File: src/rtl/core/pic_pkg.sv
// shared constants, command codes and types of the platform interrupt controller
package pic_pkg;

    localparam int NUM_SOURCES   = 1024;
    localparam int PRIORITY_BITS = 3;
    localparam int SRC_W         = 10;
    localparam int WORD_W        = 5;
    localparam int NUM_WORDS     = 32;
    localparam int OP_W          = 4;

    // word addresses (byte offset >> 2)
    localparam logic [23:0] PEND_BASE = 24'h000400;
    localparam logic [23:0] EN_BASE   = 24'h000800;
    localparam logic [23:0] THR_WORD  = 24'h080000;
    localparam logic [23:0] CLM_WORD  = 24'h080001;

    localparam logic [1:0] ACT_READ  = 2'd0;
    localparam logic [1:0] ACT_WRITE = 2'd1;
    localparam logic [1:0] ACT_REQ   = 2'd2;

    localparam logic [OP_W-1:0] OP_NOP      = 4'd0;
    localparam logic [OP_W-1:0] OP_RD_PRIO  = 4'd1;
    localparam logic [OP_W-1:0] OP_RD_PEND  = 4'd2;
    localparam logic [OP_W-1:0] OP_RD_EN    = 4'd3;
    localparam logic [OP_W-1:0] OP_RD_THR   = 4'd4;
    localparam logic [OP_W-1:0] OP_CLAIM    = 4'd5;
    localparam logic [OP_W-1:0] OP_WR_PRIO  = 4'd6;
    localparam logic [OP_W-1:0] OP_WR_EN    = 4'd7;
    localparam logic [OP_W-1:0] OP_WR_THR   = 4'd8;
    localparam logic [OP_W-1:0] OP_COMPLETE = 4'd9;
    localparam logic [OP_W-1:0] OP_REQ      = 4'd10;
    localparam logic [OP_W-1:0] OP_CAPPLY   = 4'd11;

    typedef struct packed {
        logic [OP_W-1:0]  op;
        logic [SRC_W-1:0] idx;
        logic [31:0]      data;
    } t_cmd;

endpackage

File: src/rtl/core/pic_front.sv
// front end: decodes requests and queues them for the back end
module pic_front import pic_pkg::*; (
    input  logic        i_clk,
    input  logic        i_rst_n,
    input  logic        i_in_valid,
    output logic        o_in_ready,
    input  logic [1:0]  i_action,
    input  logic [25:0] i_address,
    input  logic [31:0] i_write_data,
    input  logic [9:0]  i_source_id,
    output logic        o_cmd_valid,
    input  logic        i_cmd_ready,
    output t_cmd        o_cmd
);

    logic [23:0] word;
    t_cmd        dec;
    t_cmd        r_q [2];
    logic        r_wp, r_rp;
    logic [1:0]  r_cnt;
    logic        push, pop;

    assign word = i_address[25:2];

    always_comb begin
        dec.op   = OP_NOP;
        dec.idx  = word[SRC_W-1:0];
        dec.data = i_write_data;
        case (i_action)
            ACT_READ: begin
                if (word[23:SRC_W] == '0) begin
                    if (word[SRC_W-1:0] != '0) dec.op = OP_RD_PRIO;
                end else if (word[23:WORD_W] == PEND_BASE[23:WORD_W]) begin
                    dec.op = OP_RD_PEND;
                end else if (word[23:WORD_W] == EN_BASE[23:WORD_W]) begin
                    dec.op = OP_RD_EN;
                end else if (word == THR_WORD) begin
                    dec.op = OP_RD_THR;
                end else if (word == CLM_WORD) begin
                    dec.op = OP_CLAIM;
                end
            end
            ACT_WRITE: begin
                if (word[23:SRC_W] == '0) begin
                    if (word[SRC_W-1:0] != '0) dec.op = OP_WR_PRIO;
                end else if (word[23:WORD_W] == EN_BASE[23:WORD_W]) begin
                    dec.op = OP_WR_EN;
                end else if (word == THR_WORD) begin
                    dec.op = OP_WR_THR;
                end else if (word == CLM_WORD) begin
                    dec.idx = i_write_data[SRC_W-1:0];
                    if (i_write_data[31:SRC_W] == '0 && i_write_data[SRC_W-1:0] != '0)
                        dec.op = OP_COMPLETE;
                end
            end
            ACT_REQ: begin
                dec.idx = i_source_id;
                if (i_source_id != '0) dec.op = OP_REQ;
            end
            default: dec.op = OP_NOP;
        endcase
    end

    assign o_in_ready  = (r_cnt != 2'd2);
    assign o_cmd_valid = (r_cnt != 2'd0);
    assign o_cmd       = r_q[r_rp];
    assign push        = i_in_valid && o_in_ready;
    assign pop         = o_cmd_valid && i_cmd_ready;

    always_ff @(posedge i_clk) begin
        if (push) r_q[r_wp] <= dec;
        if (!i_rst_n) begin
            r_wp  <= 1'b0;
            r_rp  <= 1'b0;
            r_cnt <= 2'd0;
        end else begin
            if (push) r_wp <= ~r_wp;
            if (pop)  r_rp <= ~r_rp;
            r_cnt <= r_cnt + {1'b0, push} - {1'b0, pop};
        end
    end

endmodule

File: config.mk
export PLATFORM = sky130hd
export DESIGN_NAME = pic_front
export DESIGN_NICKNAME = d
export VERILOG_FILES = /design/src/rtl/core/pic_pkg.sv /design/src/rtl/core/pic_front.sv
export SDC_FILE = /design/constraint.sdc
export NUM_CORES = 1
export LEC_CHECK = 0
export ABC_AREA = 0
export BUFFER_PORTS_ARGS = -buffer_cell sky130_fd_sc_hd__clkbuf_2
export CAP_MARGIN = 0
export CORE_UTILIZATION = 25
export CTS_BUF_LIST = sky130_fd_sc_hd__clkbuf_4
export DETAILED_ROUTE_END_ITERATION = 10
export GPL_TIMING_DRIVEN = 0
export PLACE_DENSITY = 0.47
export SLEW_MARGIN = 30
export SYNTH_ARGS = -nofsm -noshare
export SYNTH_HDL_FRONTEND = slang
export SYNTH_SLANG_ARGS = --single-unit
File: constraint.sdc
create_clock -name i_clk -period 3.22 [get_ports i_clk]
set_input_delay 0 -clock i_clk [delete_from_list [all_inputs] [get_ports i_clk]]
set_output_delay 0 -clock i_clk [all_outputs]
set_load 0.02 [all_outputs]
==> flow_summary_export.csv, run 1 <==
group,metric,value,unit
clock_network,insertion_delay,470,ps
clock_network,clockBufferDepth,2,
global_routing,grt_max_degree,38,
detailed_routing,vias_per_cell,4.38,
floorplanning,num_rows,46,
pwr,peakVddDrop,225,uV
critical_path,path_cells,"dlygate4sd3_1, clkbuf_2, nor4_2, nand4_1, or4_1, a21bo_1, buf_6, a221o_1, dlygate4sd3_1",
synth,async_flop_share,0,
placed_design,io_buffers,119,
pwr,p_comb_frac,0.333,
placed_design,dp.cells,591,
synth,yosys_most_used_dff,"edfxtp_1",
sta,relSlewSlack,0.509,
critical_path,arrival,3150,ps
detailed_routing,finalWirelength,10500,microns
critical_path,slowest_delay,570,ps
critical_path,critPathKind,"in -> reg",
sta,fin_tns_setup,0,ps
layout,multi_input_area,0.00124,sq mm
pwr,p_per_area,589,mW/mm^2
layout,instances_no_fill,662,
critical_path,crit_path_start_kind,"input pin",
floorplanning,io_pins,122,
detailed_routing,firstDrtPassIters,4,
synth,synth_area_leader_cell,"edfxtp_1",
clock_network,clkTransAtPathRegs,160,ps
critical_path,crit_path_max_fanout,9,
detailed_routing,dr_total_vias,2899,
synth,yosys.area.top_type_share,0.664,
pwr,p_int,2290,uW
clock_network,cts_buffers,9,
floorplanning,coreArea,0.0161,sq mm
floorplanning,floorplan.initialDensity,0.259,
layout,fin_util,0.363,
pwr,power,3430,uW
sta,worst_pin_slew,737,ps
sta,final.min_clock_period,2910,ps
sta,layout_worst_path_cycle_share,0.905,
sta,skew,12.7,ps
synth,syn_nets,332,
global_routing,grt_first_pass_wirelength,16000,microns
pwr,switching_power,1140,uW
layout,nFillCells,1560,
global_routing,grt_usage,0.130,
floorplanning,die_y,131,microns
sta,finalMaxSlewViolations,0,
pwr,sw_frac_of_total,0.333,
min_path,hp-class,"in -> reg",
critical_path,crit_family,"buffers and inverters",
critical_path,cp_num_buf_inv,4,
critical_path,crit_top_cell,"dlygate4sd3_1",
detailed_routing,detail-route-antenna-nets,0,
global_routing,antenna_found_initial,1,
clock_network,cts_root_buffer,"clkbuf_4",
layout,seq_area,0.00286,sq mm
placed_design,gp_congestion,0.790,
clock_network,h-tree-depth,3,
global_routing,globalRouteOverflowTotal,0,
global_routing,grt_pass1_vias,2934,
detailed_routing,routedWlPerCell,15.9,microns
pwr,leakagePower,0.00223,uW
synth,netlist_area,0.00416,sq mm
critical_path,worst_ep_required_time,3460,ps
sta,finalHoldViolCount,0,
synth,synth.distinct_cells,39,
synth,netlist_top_cells_count,"92 x edfxtp_1, 40 x mux2_1, 10 x and3_1, 10 x nor4_1, 9 x a221o_1",
synth,synth_area_leaders,"edfxtp_1 66%, mux2_1 11%, dfxtp_1 2.4%",
critical_path,slowest_stage,"dlygate4sd3_1",
sta,max_freq,343,MHz
synth,yosysMostFrequentCell,"edfxtp_1",
synth,synth_seq_cells,97,
pwr,power_frac_seq,0.467,
layout,drive_gt1_frac,0.346,
floorplanning,die-area,0.0172,sq mm
synth,yosysSeqAreaShare,0.688,
critical_path,end_kind,"flip-flop",
clock_network,cts.sinks,97,
sta,finalSetupViolCount,0,
synth,synth-edff-count,92,
floorplanning,die_x,131,microns
detailed_routing,drtIter0Drc,153,
run,max_cap_violations,0,
synth,synth.avg_cell_area,16.5,sq um
clock_network,cts_tree,"built",
synth,ys.warnings.count,0,
layout,nNetsFinal,520,
pwr,clkPwrFrac,0.200,
synth,syn_inst,252,
detailed_routing,drcViolationCount,0,
sta,rsz0062_at_grt,"false",
layout,syn_to_final_growth,40.2,%
placed_design,dp_hpwl,7680,microns
status,status,"finished clean",
## logic make-up after synthesis
group | share of synthesized area
flops | 0.688
simple gates | 0.0951
mux | 0.125
compound gates | 0.0502
buf+inv | 0.0153
fa+ha+maj | 0.0181
xor+xnor | 0.00843
## worst reg2reg max path, cell delays in order, from the launching register on
cell and delay [ps]:
dfxtp_1 380, nand2b_1 150, nand2_1 130, nor2_4 400, buf_16 220, o21a_1 140
dlygate4sd3_1 550
## layer usage
metal  routed length [microns]  global-route usage  vias to the layer above
met5                         0                   0                        -
li1                          -                   -                     1399
met1                      4760               0.160                     1373
met4                       191              0.0568                        0
met2                      4970               0.220                      113
met3                       619              0.0265                       14
## registers in the layout, summed over array words and instances (netlist names), named ones only
| register | flops |
|---|---|
| r_q | 92 |
| r_wp | 1 |
| r_rp | 1 |
| r_cnt | 2 |
## cell usage in the layout (no fill, tap or decap), types with 5 or more instances in the layout
master,count
and3_1,9
clkbuf_2,119
inv_1,5
nor2_1,6
edfxtp_1,92
dlygate4sd3_1,54
nor4_1,10
clkbuf_1,8
ha_1,6
clkbuf_4,10
a221o_1,9
mux2_1,40
mux2_2,6
dfxtp_1,5
## per-stage QoR
stage	hold slack (ps)	instance area, sq um	setup slack, ps
2_1_floorplan	98.9	4160	101
3_3_place_gp	211	5020	-1260
3_5_place_dp	212	5140	968
4_1_cts	5.29	5830	397
5_1_grt	8.42	5830	185
6_report	63.2	5830	306
## path summary, 6_finish.rpt
kind | end | slack, ps | from | depth (start not counted)
worst max-delay path | r_q[1][37] | 310 | i_address[6] | 9
worst min-delay path | r_q[1][39] | 60 | i_source_id[7] | 3
worst max register to register | r_wp | 1220 | r_cnt[0] | 6
worst min register to register | r_rp | 560 | r_rp | 2
## power by group through the flow
stage / clock, uW / sequential, uW / combinational (uW)
2_1_floorplan: 0 / 1630 / 652
3_3_place_gp: 0 / 1650 / 1040
3_5_place_dp: 0 / 1640 / 1110
4_1_cts: 725 / 1610 / 1180
5_1_grt: 771 / 1620 / 1250
6_report: 687 / 1610 / 1140
## repair_timing
action | in CTS | in global routing
setup buffers | 0 | 0
gates resized for setup | 0 | 0
endpoints found under the hold margin | 100 | 0
hold buffers | 54 | 0
## area by class of cell
cell class,count,area share
Tap cell,216,0.0464
Inverter,6,0.00386
Clock inverter,6,0.0124
Buffer,9,0.00708
Antenna cell,1,0.000429
Multi-Input combinational cell,140,0.214
Timing Repair Buffer,177,0.212
Sequential cell,97,0.491
Clock buffer,10,0.0129
Note: power is estimated with default switching activity, not from simulation.
==> inputs of run 2 (changes only) <==
==> constraint.sdc (replaced) <==
create_clock -name i_clk -period 3.22 [get_ports i_clk]
set_input_delay 0.161 -clock i_clk [delete_from_list [all_inputs] [get_ports i_clk]]
set_output_delay 0.161 -clock i_clk [all_outputs]
set_load 0.02 [all_outputs]
==> run 2 against run 1 <==
  * Power shrank 0.73%
  * Maximum frequency grew 9.4%
  * First-iteration DRC count is 15% lower
  * Register-to-register slack better by 230 ps
  * Clock skew fell by 0.95 ps
  * Clock power hardly changed
  * Sequential power hardly changed
  * Count of clock-buffer cells in the layout did not move
  * Final area shrank 3.6%
  * Sequential share of layout area increased by 1.8 points
  * Critical path depth decreased by 5
  * Critical path type is now reg -> out
  * Largest cell class unchanged
==> flow_summary_export.csv, run 2 (synthesis results as in run 1) <==
group,metric,value,unit
status,status,"finished clean",
pwr,power,3410,uW
detailed_routing,routedWlPerCell,16.3,microns
layout,reg_top3,"r_q x92, r_cnt x2",
critical_path,path_cells,"clkbuf_1, clkbuf_1, mux2_1, clkbuf_2",
critical_path,rrSetupSlack,1450,ps
layout,largest_reg_flops,92,
critical_path,crit_top_cell,"clkbuf_1",
critical_path,critPathKind,"reg -> out",
layout,layout_common_cells,"119 x clkbuf_2, 92 x edfxtp_1, 40 x mux2_1",
detailed_routing,detail-route-antenna-nets,0,
placed_design,dp.cells,591,
pwr,p_per_area,607,mW/mm^2
sta,final.min_clock_period,2660,ps
critical_path,r2r_start,"r_cnt[1]",
global_routing,grt_first_pass_wirelength,15700,microns
clock_network,h-tree-depth,3,
pwr,peakVddDrop,225,uV
floorplanning,die_y,131,microns
floorplanning,io_pins,122,
layout,regMostFlops,"r_q",
clock_network,cts_buffers,9,
sta,worst_pin_slew,740,ps
detailed_routing,drtIter0Drc,130,
critical_path,reg2regPathDepth,8,
detailed_routing,dr_total_vias,2821,
sta,rsz0062_at_grt,"false",
clock_network,cts_root_buffer,"clkbuf_4",
detailed_routing,firstDrtPassIters,4,
clock_network,insertion_delay,470,ps
layout,nNetsFinal,499,
layout,syn_to_final_growth,35.1,%
placed_design,dp_hpwl,7680,microns
critical_path,slowest_delay,630,ps
floorplanning,die-area,0.0172,sq mm
floorplanning,num_rows,46,
critical_path,slowest_stage,"clkbuf_1",
clock_network,cts_tree,"built",
min_path,holdCritStartpoint,"i_address[6]",
sta,relSlewSlack,0.507,
sta,finalSetupViolCount,0,
sta,max_freq,375,MHz
sta,finalMaxSlewViolations,0,
critical_path,crit_path_max_fanout,10,
placed_design,gp_congestion,0.790,
critical_path,crit_family,"buffers and inverters",
layout,instances_no_fill,641,
detailed_routing,finalWirelength,10500,microns
floorplanning,coreArea,0.0161,sq mm
clock_network,clockBufferDepth,2,
detailed_routing,vias_per_cell,4.40,
sta,finalHoldViolCount,0,
critical_path,cp_num_buf_inv,3,
floorplanning,floorplan.initialDensity,0.259,
layout,drive_gt1_frac,0.363,
detailed_routing,drcViolationCount,0,
clock_network,cts.sinks,97,
global_routing,globalRouteOverflowTotal,0,
global_routing,grt_max_degree,38,
pwr,leakagePower,0.00213,uW
critical_path,arrival,2500,ps
floorplanning,die_x,131,microns
critical_path,crit_path_start_kind,"flip-flop",
global_routing,grt_pass1_vias,2850,
global_routing,antenna_found_initial,1,
run,max_cap_violations,0,
critical_path,worst_ep_required_time,3060,ps
sta,skew,11.8,ps
critical_path,end_kind,"output port",
sta,layout_worst_path_cycle_share,0.827,
min_path,hp-class,"in -> reg",
clock_network,clkTransAtPathRegs,160,ps
layout,final_common_cell,"clkbuf_2",
critical_path,cp.depth,4,
global_routing,grt_usage,0.128,
min_path,hold_depth,2,
placed_design,io_buffers,119,
==> run 2: changes by cell type in the layout (fill, tap and decap cells not counted), sizes merged <==
cell | before | now
dlygate4sd3 | 54 | 33
==> run 2: where the power goes <==
part	switching (uW)	total [uW]	internal (uW)
clock	433	688	255
sequential	35.7	1610	1570
combinational	675	1120	442
==> run 2: path summary, 6_finish.rpt <==
path	to
setup / recovery	o_cmd[35]
hold / removal	r_q[0][36]
setup reg to reg	r_cnt[1]
hold reg to reg	r_rp
==> run 2: worst register-to-register path, cell delays in order (launching register included) <==
cell     delay [ps]
dfxtp_1         350
or2_1           230
and2_1          190
ha_1            270
inv_1            30
ha_1            180
xnor2_1         180
xnor2_1         100
and2_1          150
==> run 2: layout make-up <==
cell class / count / area, sq um
diodes: 1 / 2.50
plain buffers: 9 / 41.3
clock buffers: 10 / 75.1
clock inverters: 6 / 72.6
fillers: 1571 / 10400
inverters: 6 / 22.5
multi-input cells: 140 / 1240
flip-flops and latches: 97 / 2860
well taps: 216 / 270
repair buffers: 156 / 1030
==> run 2: per-stage QoR <==
step | area [sq um] | utilization | setup TNS, ps | worst slack, ps | hold slack (ps)
global route | 5620 | 0.350 | 0 | 285 | 27.2
finish | 5620 | 0.350 | 0 | 557 | 64.5
CTS | 5620 | 0.350 | 0 | 364 | 10.8
detailed placement | 5140 | 0.320 | 0 | 807 | 373
floorplan | 4160 | - | 0 | 101 | 260
global placement | 5020 | 0.313 | -58820 | -1260 | 372
==> run 2: layer usage <==
layer	wire, microns	part of all wire	up-vias	track usage
li1	-	-	1356	-
met1	4840	0.46	1345	0.158
met2	4850	0.46	106	0.215
met3	583	0.056	14	0.0273
met4	191	0.018	0	0.0568
met5	0	0	-	0
==> run 2: what timing repair did <==
| item | in CTS | in global routing |
|---|---|---|
| buffers inserted | 0 | 0 |
| resized for setup | 0 | 0 |
| hold buffers | 33 | 0 |
| endpoints found under the hold margin | 69 | 0 |
==> inputs of run 3 (changes only) <==
--- a/config.mk
+++ b/config.mk
@@ -5,14 +5,14 @@
 export SDC_FILE = /design/constraint.sdc
 export NUM_CORES = 1
 export LEC_CHECK = 0
-export ABC_AREA = 0
+export ABC_AREA = 1
 export BUFFER_PORTS_ARGS = -buffer_cell sky130_fd_sc_hd__clkbuf_2
 export CAP_MARGIN = 0
 export CORE_UTILIZATION = 25
 export CTS_BUF_LIST = sky130_fd_sc_hd__clkbuf_4
 export DETAILED_ROUTE_END_ITERATION = 10
 export GPL_TIMING_DRIVEN = 0
-export PLACE_DENSITY = 0.47
+export PLACE_DENSITY = 0.46
 export SLEW_MARGIN = 30
 export SYNTH_ARGS = -nofsm -noshare
 export SYNTH_HDL_FRONTEND = slang
==> constraint.sdc (replaced) <==
create_clock -name i_clk -period 2.7 [get_ports i_clk]
set_input_delay 0.135 -clock i_clk [delete_from_list [all_inputs] [get_ports i_clk]]
set_output_delay 0.135 -clock i_clk [all_outputs]
set_load 0.02 [all_outputs]
==> run 3 against run 2 <==
  * Power up 27%
  * Largest cell class unchanged
  * Routed wire length up 5.7%
  * Count of clock-buffer cells in the layout down 1
  * Largest power group unchanged
  * Via count up 12%
==> flow_summary_export.csv, run 3 <==
group,metric,value,unit
pwr,power_frac_seq,0.457,
pwr,p_int,2890,uW
pwr,p_per_area,718,mW/mm^2
synth,synth.distinct_cells,28,
detailed_routing,finalWirelength,11100,microns
floorplanning,die_x,136,microns
pwr,clkPwrFrac,0.204,
global_routing,grt_pass1_vias,3241,
layout,nNetsFinal,597,
layout,reg_top3,"r_q x92, r_cnt x2",
synth,synth.avg_cell_area,12.9,sq um
critical_path,crit_path_max_fanout,10,
synth,yosysMostFrequentCell,"edfxtp_1",
placed_design,dp_hpwl,8410,microns
synth,async_flop_share,0,
detailed_routing,drtIter0Drc,125,
min_path,hp-class,"in -> reg",
synth,ys.warnings.count,0,
critical_path,crit_path_start_kind,"flip-flop",
sta,layout_worst_path_cycle_share,0.774,
layout,seq_area,0.00286,sq mm
layout,layout_common_cells,"119 x clkbuf_2, 92 x edfxtp_1, 55 x nor2_1",
critical_path,worst_ep_required_time,2570,ps
synth,syn_inst,349,
synth,synth_area_leader_cell,"edfxtp_1",
sta,finalSetupViolCount,0,
pwr,leakagePower,0.00240,uW
floorplanning,num_rows,48,
sta,final.min_clock_period,2090,ps
layout,nFillCells,1747,
placed_design,gp_congestion,0.835,
synth,yosys_most_used_dff,"edfxtp_1",
clock_network,clockBufferDepth,2,
sta,finalHoldViolCount,0,
sta,timing.hold.ws,52.9,ps
sta,skew,10.3,ps
clock_network,clkTransAtPathRegs,150,ps
clock_network,cts_tree,"built",
clock_network,cts_root_buffer,"clkbuf_4",
global_routing,grt_first_pass_wirelength,16800,microns
global_routing,globalRouteOverflowTotal,0,
min_path,hold_depth,3,
pwr,switching_power,1430,uW
placed_design,io_buffers,119,
detailed_routing,detail-route-antenna-nets,0,
critical_path,rrSetupSlack,820,ps
synth,yosys.area.top_type_share,0.613,
layout,final_common_cell,"clkbuf_2",
layout,drive_gt1_frac,0.450,
clock_network,cts.sinks,97,
run,max_cap_violations,0,
critical_path,reg2regPathDepth,6,
synth,netlist_top_cells_count,"92 x edfxtp_1, 57 x nor2_1, 46 x mux2_2",
sta,finalMaxSlewViolations,0,
clock_network,postCtsSetupBuffers,0,
pwr,peakVddDrop,310,uV
detailed_routing,routedWlPerCell,14.8,microns
floorplanning,die_y,136,microns
floorplanning,floorplan.initialDensity,0.258,
detailed_routing,vias_per_cell,4.23,
clock_network,insertion_delay,460,ps
critical_path,arrival,1950,ps
pwr,sw_frac_of_total,0.331,
detailed_routing,drcViolationCount,0,
layout,regMostFlops,"r_q",
detailed_routing,firstDrtPassIters,4,
synth,netlist_area,0.00451,sq mm
floorplanning,coreArea,0.0175,sq mm
sta,max_freq,479,MHz
critical_path,critPathKind,"reg -> out",
floorplanning,die-area,0.0186,sq mm
sta,fin_tns_setup,0,ps
global_routing,grt_max_degree,20,
clock_network,cts_resized,0,
layout,syn_to_final_growth,33.4,%
floorplanning,io_pins,122,
layout,multi_input_area,0.00150,sq mm
status,status,"finished clean",
synth,synth-edff-count,92,
clock_network,h-tree-depth,3,
sta,worst_pin_slew,605,ps
global_routing,grt_usage,0.124,
synth,synth_area_leaders,"edfxtp_1 61%, mux2_2 11%, nor2_1 4.7%",
sta,rsz0062_at_grt,"false",
synth,synth_seq_cells,97,
clock_network,cts_buffers,9,
synth,syn_nets,429,
clock_network,holdBufCountCts,34,
synth,yosysSeqAreaShare,0.635,
layout,largest_reg_flops,92,
pwr,p_comb_frac,0.339,
critical_path,end_kind,"output port",
detailed_routing,dr_total_vias,3165,
sta,relSlewSlack,0.596,
global_routing,antenna_found_initial,1,
-- run 3: final timing paths --
check                             startpoint          to
worst max register to register      r_cnt[0]  r_q[0][41]
worst max-delay path               flip-flop   o_cmd[42]
worst min-delay path            i_address[6]  r_q[0][36]
worst min register to register          r_rp   flip-flop
-- run 3: per-stage QoR --
stage	cell area [sq um]	worst slack (ps)	util	power, uW	std cells
after floorplan	4510	-383	-	2900	349
final	6010	610	0.344	4320	748
after detailed placement	5510	791	0.315	3470	697
after CTS	6010	509	0.344	4400	747
after global routing	6010	457	0.344	4550	748
after global placement	5390	-1690	0.308	3390	693
-- run 3: power by group through the flow --
stage | registers [uW] | clock network (uW) | logic [uW]
2_1_floorplan | 2010 | 0 | 890
3_3_place_gp | 2030 | 0 | 1360
3_5_place_dp | 2010 | 0 | 1460
4_1_cts | 1980 | 913 | 1510
5_1_grt | 2000 | 960 | 1590
6_report | 1980 | 879 | 1470
-- run 3: cells by family (layout without fill, tap and decap cells) --
family,after synthesis,count (layout),synth area share
adder cells (fa/ha/maj),6,6,0.0166
AND/OR/NAND/NOR,120,120,0.124
multiplexers,46,46,0.115
flip-flops,97,97,0.635
other,0,1,0
buffers and inverters,36,209,0.0355
XOR/XNOR,1,1,0.00194
AO/OA/AOI/OAI,43,43,0.0721
-- run 3: layer usage --
metal,share of wire,routed length (microns),track usage,vias to the layer above
met2,0.47,5230,0.209,96
met1,0.45,5040,0.151,1477
met4,0.023,252,0.0605,0
li1,-,-,-,1577
met3,0.050,556,0.0242,15
met5,0,0,0,-
-- run 3: area by class of cell --
| cell class | instances | area share |
|---|---|---|
| Timing Repair Buffer | 157 | 0.174 |
| Antenna cell | 1 | 0.000416 |
| Tap cell | 225 | 0.0468 |
| Multi-Input combinational cell | 216 | 0.250 |
| Sequential cell | 97 | 0.476 |
| Clock buffer | 9 | 0.0112 |
| Buffer | 10 | 0.0104 |
| Clock inverter | 7 | 0.0154 |
| Inverter | 26 | 0.0162 |
-- run 3: critical path, cell delays in order, from the launching register on --
cell and delay [ps]:
dfxtp_1 330, buf_2 290, buf_2 330, mux2_2 380, clkbuf_2 160
